[config.mk]
export PLATFORM = sky130hd
export DESIGN_NAME = nss_table
export DESIGN_NICKNAME = d
export VERILOG_FILES = /design/src/rtl/nss_pkg.sv /design/src/rtl/nss_table.sv
export SDC_FILE = /design/constraint.sdc
export NUM_CORES = 2
export LEC_CHECK = 0
export ABC_AREA = 0
export BUFFER_PORTS_ARGS = -buffer_cell sky130_fd_sc_hd__buf_2
export CELL_PAD_IN_SITES_DETAIL_PLACEMENT = 2
export CELL_PAD_IN_SITES_GLOBAL_PLACEMENT = 2
export CORE_MARGIN = 10
export CORE_UTILIZATION = 51
export DETAILED_ROUTE_END_ITERATION = 7
export HOLD_SLACK_MARGIN = 0.08
export PLACE_DENSITY = 0.75
export SYNTH_ARGS = -nofsm -noshare
export SYNTH_HDL_FRONTEND = slang
export SYNTH_MEMORY_MAX_BITS = 65536
export SYNTH_SLANG_ARGS = --single-unit
[constraint.sdc]
create_clock -name clk -period 11.4 [get_ports clk]
set_input_delay 2.28 -clock clk [delete_from_list [all_inputs] [get_ports clk]]
set_output_delay 2.28 -clock clk [all_outputs]
set_load 0.02 [all_outputs]
[src/rtl/nss_pkg.sv]
package nss_pkg;

  localparam int MAX_STOPS_DEF = 64;

  // item field widths
  localparam int SLOT_W  = 6;
  localparam int LINE_W  = 2;
  localparam int LAT_W   = 28;
  localparam int LON_W   = 29;
  localparam int LED_W   = 8;
  localparam int COUNT_W = 7;
  localparam int SCALE_W = 16;
  localparam int LEVEL_W = 12;
  localparam int DIST_W  = 58;
  localparam int CFG_INDEX_W = 2;
  localparam int CFG_DATA_W  = 16;
  localparam int TDATA_W = 80;

  // datapath widths
  localparam int ALAT_W   = LAT_W;            // |dlat| below 2^28
  localparam int ALON_W   = LON_W;            // |dlon| below 2^29
  localparam int SLON_W   = 30;               // scaled |dlon|, scale below 2
  localparam int MUL_W    = 30;
  localparam int PROD_W   = 2 * MUL_W;
  localparam int SCALED_W = ALON_W + SCALE_W;
  localparam int LATSQ_W  = 2 * ALAT_W;
  localparam int SUM_W    = PROD_W + 1;
  localparam int ROUND_SHIFT = 15;
  localparam logic [SCALED_W:0] ROUND_HALF = (SCALED_W + 1)'(1 << (ROUND_SHIFT - 1));

  // register indexes and reset values
  localparam logic [CFG_INDEX_W-1:0] REG_STOP_COUNT   = 2'd0;
  localparam logic [CFG_INDEX_W-1:0] REG_LON_SCALE    = 2'd1;
  localparam logic [CFG_INDEX_W-1:0] REG_BRIGHT_LEVEL = 2'd2;
  localparam logic [COUNT_W-1:0] STOP_COUNT_RST   = 7'd0;
  localparam logic [SCALE_W-1:0] LON_SCALE_RST    = 16'd23203;
  localparam logic [LEVEL_W-1:0] BRIGHT_LEVEL_RST = 12'd1000;

  typedef enum logic {
    FUNC_LOAD  = 1'b0,
    FUNC_QUERY = 1'b1
  } func_t;

  typedef enum logic [2:0] {
    ST_IDLE,
    ST_READ,
    ST_DIFF,
    ST_MUL_SCALE,
    ST_MUL_LAT,
    ST_MUL_LON,
    ST_ACC,
    ST_DONE
  } state_t;

  typedef struct packed {
    logic [LINE_W-1:0] line_id;
    logic [LAT_W-1:0]  lat;
    logic [LON_W-1:0]  lon;
    logic [LED_W-1:0]  led;
  } stop_entry_t;

  typedef struct packed {
    func_t             func;
    logic [SLOT_W-1:0] slot;
    logic [LINE_W-1:0] line_id;
    logic [LAT_W-1:0]  lat_micro;
    logic [LON_W-1:0]  lon_micro;
    logic [LED_W-1:0]  led_number;
    logic              outbound;
  } item_t;

  typedef struct packed {
    logic              en;
    logic [SLOT_W-1:0] slot;
    stop_entry_t       entry;
  } tbl_wr_t;

  typedef struct packed {
    logic [MUL_W-1:0] a;
    logic [MUL_W-1:0] b;
  } mul_req_t;

  typedef struct packed {
    logic [LED_W-1:0]   nearest_led;
    logic [LEVEL_W-1:0] level;
    logic               found;
    logic [DIST_W-1:0]  distance_sq;
  } result_t;

endpackage

[src/rtl/nss_table.sv]
module nss_table import nss_pkg::*; #(
  parameter int MAX_STOPS = MAX_STOPS_DEF,
  localparam int ADDR_W = (MAX_STOPS > 1) ? $clog2(MAX_STOPS) : 1
) (
  input  logic              clk,
  input  tbl_wr_t           wr,
  input  logic              rd_en,
  input  logic [ADDR_W-1:0] rd_addr,
  output stop_entry_t       rd_data
);

  stop_entry_t mem [MAX_STOPS];

  // loads past the end of the table are dropped
  always_ff @(posedge clk) begin
    if (wr.en && (int'(wr.slot) < MAX_STOPS)) begin
      mem[ADDR_W'(wr.slot)] <= wr.entry;
    end
  end

  always_ff @(posedge clk) begin
    if (rd_en) begin
      rd_data <= mem[rd_addr];
    end
  end

endmodule

==> impl_metrics.csv, run 1 <==
group,metric,value,unit
placement,numPortBuffers,148,
yosys,synth_edf_count,4355,
yosys,synthCells,7102,
die,row_count,208,
die,io_pins,149,
yosys,synth_area,165000,µm²
die,die_h,588,µm
die,die_w,588,µm
yosys,synth_ff_type,"edfxtp_1",
yosys,synth_top_cell_by_area,"edfxtp_1",
yosys,ys_ff_latch,4355,
die,start_util,0.513,
yosys,synth_top_area_frac,0.794,
yosys,syn_nets,7184,
placement,dp.final_hpwl,378000,µm
run_status,haltStage,"detailed placement (3_5_place_dp)",
yosys,yosysUniqueCellTypes,33,
placement,place.gp.congestion,0.771,
yosys,yosysMostFrequentCell,"edfxtp_1",
yosys,synthArstFlopShare,0,
yosys,yosysSeqAreaShare,0.794,
yosys,synthTopCellsByCount,"4355 x edfxtp_1, 1072 x mux4_2, 195 x nand2_1",
run_status,status,"aborted with a tool error",
run_status,tool.error,"[ERROR DPL-0033] detailed placement checks failed during check placement.",
yosys,syn_avg_cell_area,23.2,µm²
yosys,yosysWarnings,0,
yosys,ys_top_cells_by_area,"edfxtp_1 79%, mux4_2 15%, mux2i_1 0.88%",
cell families after synthesis:
family / synth area share
muxes: 0.155
and+or+nand+nor: 0.0209
DFF: 0.794
AOI/OAI and AO/OA: 0.0171
buffers and inverters: 0.0121
through the flow:
step	hold WS, ns	cell area, µm²	std cells	worst slack [ns]
after floorplan	0.839	165000	7102	3.47
after global placement	0.883	171000	11350	5.09
==> run 2, diff against run 1 <==
CELL_PAD_IN_SITES_DETAIL_PLACEMENT = unset   (was 2)
CELL_PAD_IN_SITES_GLOBAL_PLACEMENT = unset   (was 2)
CORE_UTILIZATION = 36   (was 51)
HOLD_SLACK_MARGIN = unset   (was 0.08)
PLACE_DENSITY = unset   (was 0.75)
PLACE_DENSITY_LB_ADDON = 0.15   (was unset)
==> impl_metrics.csv, run 2 <==
group,metric,value,unit
run_status,status,"finished with violations",
run_status,violations,"max-slew violations",
cts,clk_pin_slew,0.06,ns
cells_and_area,num-nets-final,7635,
yosys,yosysSeqAreaShare,0.794,
sta,finalSetupViolCount,0,
sta,clock_skew,0.0827,ns
cts,cts_htree_levels,5,
yosys,synth_area,165000,µm²
power,intPower,26700,µW
global_routing,grt.overflow.total,0,
placement,numPortBuffers,148,
die,row_count,248,
worst_setup_path,critical_path_required,12.09,ns
worst_setup_path,worstPathCellList,"buf_12, buf_12, buf_12, mux4_2, a22oi_1, nand3_1, o21ai_0, nor2_1",
sta,finalCritPeriodShare,0.471,
worst_setup_path,path_max_fanout,85,
yosys,synth_top_cell_by_area,"edfxtp_1",
power,irDropWorstVdd,0.139,mV
route,drt_first_pass_iters,6,
die,core-area,456000,µm²
cts,root_buffer,"clkbuf_16",
cells_and_area,area_growth,14.5,%
yosys,synth_top_area_frac,0.794,
cts,clock_path_buffers,4,
worst_setup_path,slowest_delay,0.63,ns
worst_setup_path,cp-end-kind,"register",
cells_and_area,finish.instance_area,188000,µm²
cts,cts_buffers,461,
global_routing,use_met2,0.342,
cts,insertion_delay,1.04,ns
yosys,yosysMostFrequentCell,"edfxtp_1",
cells_and_area,final_cell_mix,"4355 x edfxtp_1, 1072 x mux4_2, 465 x clkbuf_16, 224 x buf_4, 191 x nand2_1",
cts,cts_setup_buffers,0,
route,wirelength,513000,µm
sta,fin_setup_tns,0,ns
power,comb_power_share,0.046,
cells_and_area,top_register,"mem",
global_routing,use_met1,0.293,
sta,fmax,186,MHz
yosys,synth_ff_type,"edfxtp_1",
global_routing,grt_max_degree,108,
yosys,synth_edf_count,4355,
cells_and_area,largest_register_ffs,4288,
route,drtAntennaViolNets,0,
cells_and_area,reg_top3,"mem (4288), rd_data (67)",
die,die_h,696,µm
cells_and_area,layout-drive-gt1-share,0.277,
power,power_switching,7440,µW
global_routing,grt_pass1_vias,82310,
power,seqPwrFrac,0.523,
route,drc_errors,0,
placement,place.gp.congestion,0.743,
route,vias_per_cell,5.76,
yosys,ys_ff_latch,4355,
route,drtIter0Drc,9096,
yosys,synthTopCellsByCount,"4355 x edfxtp_1, 1072 x mux4_2, 195 x nand2_1",
route,routedWlPerCell,36.7,µm
cts,clkSinkCount,4355,
worst_setup_path,cp_slowest_cell,"buf_12",
cts,cts-resized-gates,0,
worst_setup_path,cp_common_cell,"buf_12",
worst_setup_path,crit_type,"primary input to register",
cells_and_area,fillCellCount,39411,
sta,slew_headroom,-0.135,
die,die_w,696,µm
yosys,syn_nets,7184,
placement,place_area,174000,µm²
global_routing,grt_pass1_wl,703000,µm
global_routing,antenna_found_initial,48,
power,switching_share,0.218,
sta,grt_setup_unrepaired,"false",
sta,drv_slew,36,
die,io_pins,149,
yosys,synthCells,7102,
sta,tightest_slew,1.70,ns
worst_setup_path,critPathBufInv,3,
hold_path,hold_path_class,"register to register",
yosys,syn_avg_cell_area,23.2,µm²
job,drv_cap,0,
power,fin_total_pwr,34100,µW
cells_and_area,layout_commonest_cell,"edfxtp_1",
sta,hold_viol,0,
global_routing,grt-busiest-layer,"met2",
placement,dp.final_hpwl,269000,µm
cts,cts_tree,"built",
yosys,synthArstFlopShare,0,
cts,ctsHoldBuffers,0,
yosys,yosysWarnings,0,
global_routing,use_met3,0.0328,
route,via_count,80492,
power,p_leak,0.0579,µW
worst_setup_path,cp_top_family,"buffers and inverters",
die,dieArea,485000,µm²
yosys,yosysUniqueCellTypes,33,
power,p_per_area,181,nW/µm²
sta,min_period,5.36,ns
die,start_util,0.361,
global_routing,track_usage,0.208,
power,pwr-share-clk,0.431,
worst_setup_path,cp.arrival,6.05,ns
yosys,ys_top_cells_by_area,"edfxtp_1 79%, mux4_2 15%, mux2i_1 0.88%",
worst_setup_path,start_kind,"primary input",
-- run 2: worst paths after layout --
| check | to | depth (start not counted) | from | slack [ns] |
|---|---|---|---|---|
| max | rd_data[26] | 8 | rd_addr[0] | 6.04 |
| min | rd_data[3] | 4 | mem[43][3] | 0.90 |
| max reg2reg | rd_data[27] | 5 | mem[19][27] | 8.92 |
| min reg2reg | rd_data[3] | 4 | mem[43][3] | 0.90 |
-- run 2: power groups by stage --
stage | registers (µW) | logic, µW | clock network (µW)
floorplan | 18200 | 824 | 0
global route | 17900 | 1670 | 15700
global placement | 18200 | 1580 | 0
detailed placement | 18200 | 1590 | 0
CTS | 17900 | 1600 | 15000
finish | 17800 | 1570 | 14700
-- run 2: worst min-delay path, delay by kind of cell (launching register included) --
kind / cells / cell delay (ns)
flip-flops: 1 / 0.31
multiplexers: 1 / 0.22
AND/OR/NAND/NOR: 3 / 0.27
-- run 2: cell type report --
type | instances | area (µm²) | area share
repair buffers | 393 | 2890 | 0.0154
flip-flops and latches | 4355 | 131000 | 0.694
inverters | 20 | 75.1 | 0.000398
clock buffers | 567 | 12000 | 0.0638
multi-input cells | 2322 | 32400 | 0.172
well taps | 6000 | 7510 | 0.0398
clock inverters | 281 | 2720 | 0.0144
diodes | 27 | 67.6 | 0.000358
-- run 2: metal layers --
layer	wire length, µm	share of wire
met2	249000	0.49
met5	27	0.000053
met1	218000	0.43
met3	33500	0.065
met4	12000	0.023
-- run 2: per-stage QoR --
step | instances | hold WS, ns | utilization | setup WS, ns
finish | 13965 | 0.902 | 0.413 | 6.04
CTS | 13937 | 0.907 | 0.413 | 6.07
global placement | 13089 | 0.887 | 0.381 | 4.94
detailed placement | 13089 | 0.906 | 0.381 | 4.99
floorplan | 7102 | 0.839 | - | 3.47
global route | 13952 | 0.940 | 0.413 | 5.89
-- run 2: cell families (layout without fill, tap and decap cells) --
| group | after synthesis | count (layout) | share of synthesized area |
|---|---|---|---|
| buffers and inverters | 425 | 1261 | 0.0121 |
| other | 0 | 27 | 0 |
| flip-flops | 4355 | 4355 | 0.794 |
| AO/OA/AOI/OAI | 393 | 393 | 0.0171 |
| multiplexers | 1217 | 1217 | 0.155 |
| AND/OR/NAND/NOR | 712 | 712 | 0.0209 |
Note: power is estimated with default switching activity, not from simulation.
