## src/rtl/nss_pkg.sv

```systemverilog
package nss_pkg;

  localparam int MAX_STOPS_DEF = 64;

  // item field widths
  localparam int SLOT_W  = 6;
  localparam int LINE_W  = 2;
  localparam int LAT_W   = 28;
  localparam int LON_W   = 29;
  localparam int LED_W   = 8;
  localparam int COUNT_W = 7;
  localparam int SCALE_W = 16;
  localparam int LEVEL_W = 12;
  localparam int DIST_W  = 58;
  localparam int CFG_INDEX_W = 2;
  localparam int CFG_DATA_W  = 16;
  localparam int TDATA_W = 80;

  // datapath widths
  localparam int ALAT_W   = LAT_W;            // |dlat| below 2^28
  localparam int ALON_W   = LON_W;            // |dlon| below 2^29
  localparam int SLON_W   = 30;               // scaled |dlon|, scale below 2
  localparam int MUL_W    = 30;
  localparam int PROD_W   = 2 * MUL_W;
  localparam int SCALED_W = ALON_W + SCALE_W;
  localparam int LATSQ_W  = 2 * ALAT_W;
  localparam int SUM_W    = PROD_W + 1;
  localparam int ROUND_SHIFT = 15;
  localparam logic [SCALED_W:0] ROUND_HALF = (SCALED_W + 1)'(1 << (ROUND_SHIFT - 1));

  // register indexes and reset values
  localparam logic [CFG_INDEX_W-1:0] REG_STOP_COUNT   = 2'd0;
  localparam logic [CFG_INDEX_W-1:0] REG_LON_SCALE    = 2'd1;
  localparam logic [CFG_INDEX_W-1:0] REG_BRIGHT_LEVEL = 2'd2;
  localparam logic [COUNT_W-1:0] STOP_COUNT_RST   = 7'd0;
  localparam logic [SCALE_W-1:0] LON_SCALE_RST    = 16'd23203;
  localparam logic [LEVEL_W-1:0] BRIGHT_LEVEL_RST = 12'd1000;

  typedef enum logic {
    FUNC_LOAD  = 1'b0,
    FUNC_QUERY = 1'b1
  } func_t;

  typedef enum logic [2:0] {
    ST_IDLE,
    ST_READ,
    ST_DIFF,
    ST_MUL_SCALE,
    ST_MUL_LAT,
    ST_MUL_LON,
    ST_ACC,
    ST_DONE
  } state_t;

  typedef struct packed {
    logic [LINE_W-1:0] line_id;
    logic [LAT_W-1:0]  lat;
    logic [LON_W-1:0]  lon;
    logic [LED_W-1:0]  led;
  } stop_entry_t;

  typedef struct packed {
    func_t             func;
    logic [SLOT_W-1:0] slot;
    logic [LINE_W-1:0] line_id;
    logic [LAT_W-1:0]  lat_micro;
    logic [LON_W-1:0]  lon_micro;
    logic [LED_W-1:0]  led_number;
    logic              outbound;
  } item_t;

  typedef struct packed {
    logic              en;
    logic [SLOT_W-1:0] slot;
    stop_entry_t       entry;
  } tbl_wr_t;

  typedef struct packed {
    logic [MUL_W-1:0] a;
    logic [MUL_W-1:0] b;
  } mul_req_t;

  typedef struct packed {
    logic [LED_W-1:0]   nearest_led;
    logic [LEVEL_W-1:0] level;
    logic               found;
    logic [DIST_W-1:0]  distance_sq;
  } result_t;

endpackage

```

## src/rtl/nss_mul.sv

```systemverilog
module nss_mul import nss_pkg::*; (
  input  logic              clk,
  input  mul_req_t          req,
  output logic [PROD_W-1:0] prod
);

  always_ff @(posedge clk) begin
    prod <= PROD_W'(req.a) * PROD_W'(req.b);
  end

endmodule

```

## config.mk

```make
export PLATFORM = sky130hd
export DESIGN_NAME = nss_mul
export DESIGN_NICKNAME = d
export VERILOG_FILES = /design/src/rtl/nss_pkg.sv /design/src/rtl/nss_mul.sv
export SDC_FILE = /design/constraint.sdc
export NUM_CORES = 2
export LEC_CHECK = 0
export BUFFER_PORTS_ARGS = -buffer_cell sky130_fd_sc_hd__buf_4
export CAP_MARGIN = 10
export CELL_PAD_IN_SITES_DETAIL_PLACEMENT = 0
export CELL_PAD_IN_SITES_GLOBAL_PLACEMENT = 1
export CORE_MARGIN = 10
export CORE_UTILIZATION = 35
export CTS_BUF_LIST = sky130_fd_sc_hd__clkbuf_16
export DETAILED_ROUTE_END_ITERATION = 7
export GPL_TIMING_DRIVEN = 0
export PLACE_DENSITY_LB_ADDON = 0.1
export SETUP_SLACK_MARGIN = 0.2
export SLEW_MARGIN = 30
export SYNTH_ARGS = -nofsm -noshare
export SYNTH_HDL_FRONTEND = slang
export SYNTH_SLANG_ARGS = --single-unit
```

## constraint.sdc

```tcl
create_clock -name clk -period 21.4 [get_ports clk]
set_input_delay 6.42 -clock clk [delete_from_list [all_inputs] [get_ports clk]]
set_output_delay 6.42 -clock clk [all_outputs]
set_load 0.005 [all_outputs]
```

Word level (Yosys, flattened, before mapping) --
Cells that the tools add are included.
Operators by class: $mul 1
Operators with widths (count):
- multiplier 30 x 30 -> 60 bit | 1
Word-level totals: register bits 60, output and inout bits 60, logic and storage cells 2

Logic depth before layout (Yosys ltp) --
depth in word-level cells 1, mapped depth 29, gate-level depth less buffers 27

Least setup slack after synthesis --
No wires, ideal clock.
path kind input to register, start point input req[15] (netlist name), end point register prod[57], data arrival time 13064 ps, data required time 21280 ps, slack 8216 ps, stages on the path 27, buffers on the path 2, path through clkbuf_1 > and2_1 > fa_1 > inv_1 > fa_1 > inv_1 > fa_1 > inv_1 > fa_1 > inv_1 > fa_1 > fa_1 > fa_1 > inv_1 > fa_1 > inv_1 > ha_1 > buf_2 > and3_1 > a221oi_1 > o21ai_1 > a221o_1 > a21oi_2 > o21ai_2 > a41oi_2 > nor4_1 > a211o_1
On the way: cells in the longest elaborated chain, start to end 1
RTL lines:
- start: declaration | line nss_mul.sv:3 | input mul_req_t req,
- multiplier 30 x 30 -> 60 bit | line nss_mul.sv:8 | prod <= PROD_W'(req.a) * PROD_W'(req.b);
- end signal: assignment | line nss_mul.sv:8
- end: declaration | line nss_mul.sv:4 | output logic [PROD_W-1:0] prod
No other way between the ends.

Final worst setup path --
start point input req[8] (netlist name), end point register prod[58]
The elaborated chain is that of the path after synthesis.

==> metrics.log <==
INFO  metric num-nets-final = 4,582
INFO  metric cts_htree_levels = 3
INFO  metric cp-end-kind = register
INFO  metric cts-hold-fix-buffers = 0
INFO  metric cts_tree = done
INFO  metric max_clock_freq = 68.15 MHz
INFO  metric initial_utilization = 0.3523
INFO  metric detail_route.wirelength.met1 = 46,170 µm
INFO  metric setup_viol = 0
INFO  metric net_count_after_synthesis = 4,511
INFO  metric tightest_slew = 1114 ps
INFO  metric drive_above_1_share = 0.03631
INFO  metric netlist-cell-type-count = 60
INFO  metric top_sig_layer = met5
INFO  metric io-pin-count = 121
INFO  metric netlist_top_cells_area = sky130_fd_sc_hd__fa_1 (50%), sky130_fd_sc_hd__and2_1 (11%), sky130_fd_sc_hd__ha_1 (10%), sky130_fd_sc_hd__inv_1 (10%), sky130_fd_sc_hd__nand2_1 (5.0%)
INFO  metric hold_viol_final = 0
INFO  metric drt-pass1-iter-count = 5
INFO  metric drt_drc_violations_left = 0
INFO  metric worst-endpoint-required = 21,640 ps
INFO  metric slew_headroom = 0.2571
INFO  metric timing.final.crit_period = 14,670 ps
INFO  metric grt_setup_unrepaired = no
INFO  metric cpPeakStageDelay = 710 ps
INFO  metric cts_resized = 0
INFO  metric largest_register_ff_count = 60
INFO  metric worst-path-max-fanout = 11
INFO  metric grtUsageTotal = 0.2365
INFO  metric wire_per_inst = 25.70 µm
INFO  metric finalWeightedCongestion = 0.9168
INFO  metric rows = 109
INFO  metric die_footprint = 0.1011 mm²
INFO  metric cap_violations = 0
INFO  metric ys_top_cells_by_count = sky130_fd_sc_hd__inv_1 (824), sky130_fd_sc_hd__fa_1 (780), sky130_fd_sc_hd__and2_1 (531)
INFO  metric global_route_wire_length_before_repair = 173,700 µm
INFO  metric wirelength = 120,100 µm
INFO  metric timing.hold.ws = 6606 ps
INFO  metric synth.yosys.warnings = 0
INFO  metric die_x = 318.0 µm
INFO  metric worst-endpoint-arrival = 14,920 ps
INFO  metric vias_per_std_cell = 4.998
INFO  metric cts-root-buf = sky130_fd_sc_hd__clkbuf_16
INFO  metric cts_buffer_count = 9
INFO  metric numPlacedInstances = 4,647
INFO  metric height_of_the_die = 318.0 µm
INFO  metric yosys.cell_count.top_type = sky130_fd_sc_hd__inv_1
INFO  metric worst_path_most_repeated_cell = sky130_fd_sc_hd__fa_1
INFO  metric cts_sinks = 60
INFO  metric run_status = finished, final reports clean
INFO  metric vias = 23,350
INFO  metric worst_setup_path_start_kind = input pin
INFO  metric post_synth_top_flop = sky130_fd_sc_hd__dfxtp_1
INFO  metric synth_top_area_share = 0.5024
INFO  metric top_register = prod
INFO  metric post-cts-setup-buffers = 0
INFO  metric total_of_buffers_placed_on_input_and_output_ports = 60
INFO  metric critical_path_class = input pin to register
INFO  metric met3WireLength = 8019 µm
INFO  metric cpLargestDelayFamily = adder cells
INFO  metric ys_seq_elements = 60
INFO  metric finalCritPeriodShare = 0.6857
INFO  metric final_cells = 4,672
INFO  metric top_regs = prod x60
INFO  metric first_iter_violations = 1,511
INFO  metric mappedNetlistArea = 0.03108 mm²
INFO  metric cpMaxStageDelayCell = sky130_fd_sc_hd__clkbuf_1
INFO  metric hold_path_class = input pin to register
INFO  metric drtAntennaViolNets = 0
INFO  metric n_fill_cell = 9,110
INFO  metric dp_hpwl = 101,300 µm
INFO  metric antenna_found_initial = 15
INFO  metric drv_slew = 0
INFO  metric biggest_area_consumer_among_synthesized_cells = sky130_fd_sc_hd__fa_1
INFO  metric largest_net_degree_at_the_start_of_global_routing = 13
INFO  metric wl_met2 = 59,730 µm
INFO  metric overflow = 0
INFO  metric synthArstFlopShare = 0
INFO  metric synthesis.instances = 3,422
INFO  metric synth.avg_cell_area = 9.083 µm²
INFO  metric via_count_of_the_first_global_routing_pass = 25,610
INFO  metric cts-root-to-sink-buffers = 2
INFO  metric number_of_flops_mapped_to_enable_cells_by_yosys = 0
INFO  metric fp.coreArea = 0.08824 mm²
INFO  metric cp.buffers_inverters = 6
INFO  metric seq_area_frac_synth = 0.03864
INFO  metric area_growth_from_synthesis_to_final_layout = 7.217%
INFO  metric finalSetupTns = 0 ps
INFO  metric cts.reportedPaths.clkPinSlew = 60 ps
==> kinds of logic after synthesis <==
family	synth area share
buffers and inverters	0.1251
adders and majority gates	0.6022
AOI/OAI and AO/OA	0.04327
DFF	0.03864
muxes	0.0003220
xor gates and xnor gates	0.01493
and+or+nand+nor	0.1755
==> through the flow <==
step	worst slack, ps	cell area, µm²	util
floorplan	8216	31080	-
global route	6306	33310	0.3775
CTS	6741	33300	0.3774
finish	6726	33330	0.3777
global placement	6156	32990	0.3739
detailed placement	6403	33020	0.3742
==> final cells by class <==
type	instances	area, µm²	share of cell area
multi-input combinational	2331	25990	0.7800
inverter	824	3093	0.09281
tap	1165	1458	0.04374
sequential	60	1201	0.03604
buffer	207	829.5	0.02489
timing repair buffer	60	450.4	0.01352
clock buffer	9	225.2	0.006758
clock inverter	7	53.80	0.001614
antenna	9	22.52	0.0006758
==> layout by cell type (no fill, tap or decap), types with 5 or more instances in the layout <==
master / netlist / layout
sky130_fd_sc_hd__o21a_1: 5 / 5
sky130_fd_sc_hd__clkbuf_16: 0 / 9
sky130_fd_sc_hd__diode_2: 0 / 9
sky130_fd_sc_hd__nor2_1: 35 / 35
sky130_fd_sc_hd__o21ai_1: 8 / 8
sky130_fd_sc_hd__ha_1: 248 / 248
sky130_fd_sc_hd__xnor2_1: 32 / 32
sky130_fd_sc_hd__o21bai_1: 18 / 18
sky130_fd_sc_hd__inv_1: 824 / 824
sky130_fd_sc_hd__a31oi_1: 6 / 6
sky130_fd_sc_hd__nand2b_1: 5 / 5
sky130_fd_sc_hd__clkbuf_2: 0 / 27
sky130_fd_sc_hd__and2_1: 531 / 531
sky130_fd_sc_hd__nand3_1: 10 / 10
sky130_fd_sc_hd__o211ai_1: 6 / 6
sky130_fd_sc_hd__buf_2: 9 / 9
sky130_fd_sc_hd__xor2_1: 21 / 21
sky130_fd_sc_hd__o21ai_0: 24 / 24
sky130_fd_sc_hd__nor3_1: 6 / 6
sky130_fd_sc_hd__and3_1: 10 / 10
sky130_fd_sc_hd__nand2_1: 412 / 412
sky130_fd_sc_hd__a21oi_1: 63 / 63
sky130_fd_sc_hd__a21o_1: 29 / 29
sky130_fd_sc_hd__clkbuf_1: 196 / 169
sky130_fd_sc_hd__fa_1: 780 / 780
sky130_fd_sc_hd__nand4_1: 18 / 18
sky130_fd_sc_hd__dfxtp_1: 60 / 60
sky130_fd_sc_hd__buf_4: 2 / 62
sky130_fd_sc_hd__a211oi_1: 7 / 7
==> per-layer routing <==
metal / vias to the layer above / global-route usage
li1: 10050 / -
met1: 12330 / 0.2844
met2: 792 / 0.4110
met3: 178 / 0.04524
met4: 4 / 0.09630
met5: - / 0
==> worst paths after layout <==
check	from	end	slack, ps	cells past startpoint
max	req[8]	prod[58]	6730	25
min	req[0]	prod[0]	6610	2
Power is left out: the tool's default activity adds up to more than one toggle a clock period on the data nets, which glitch-free logic cannot reach.
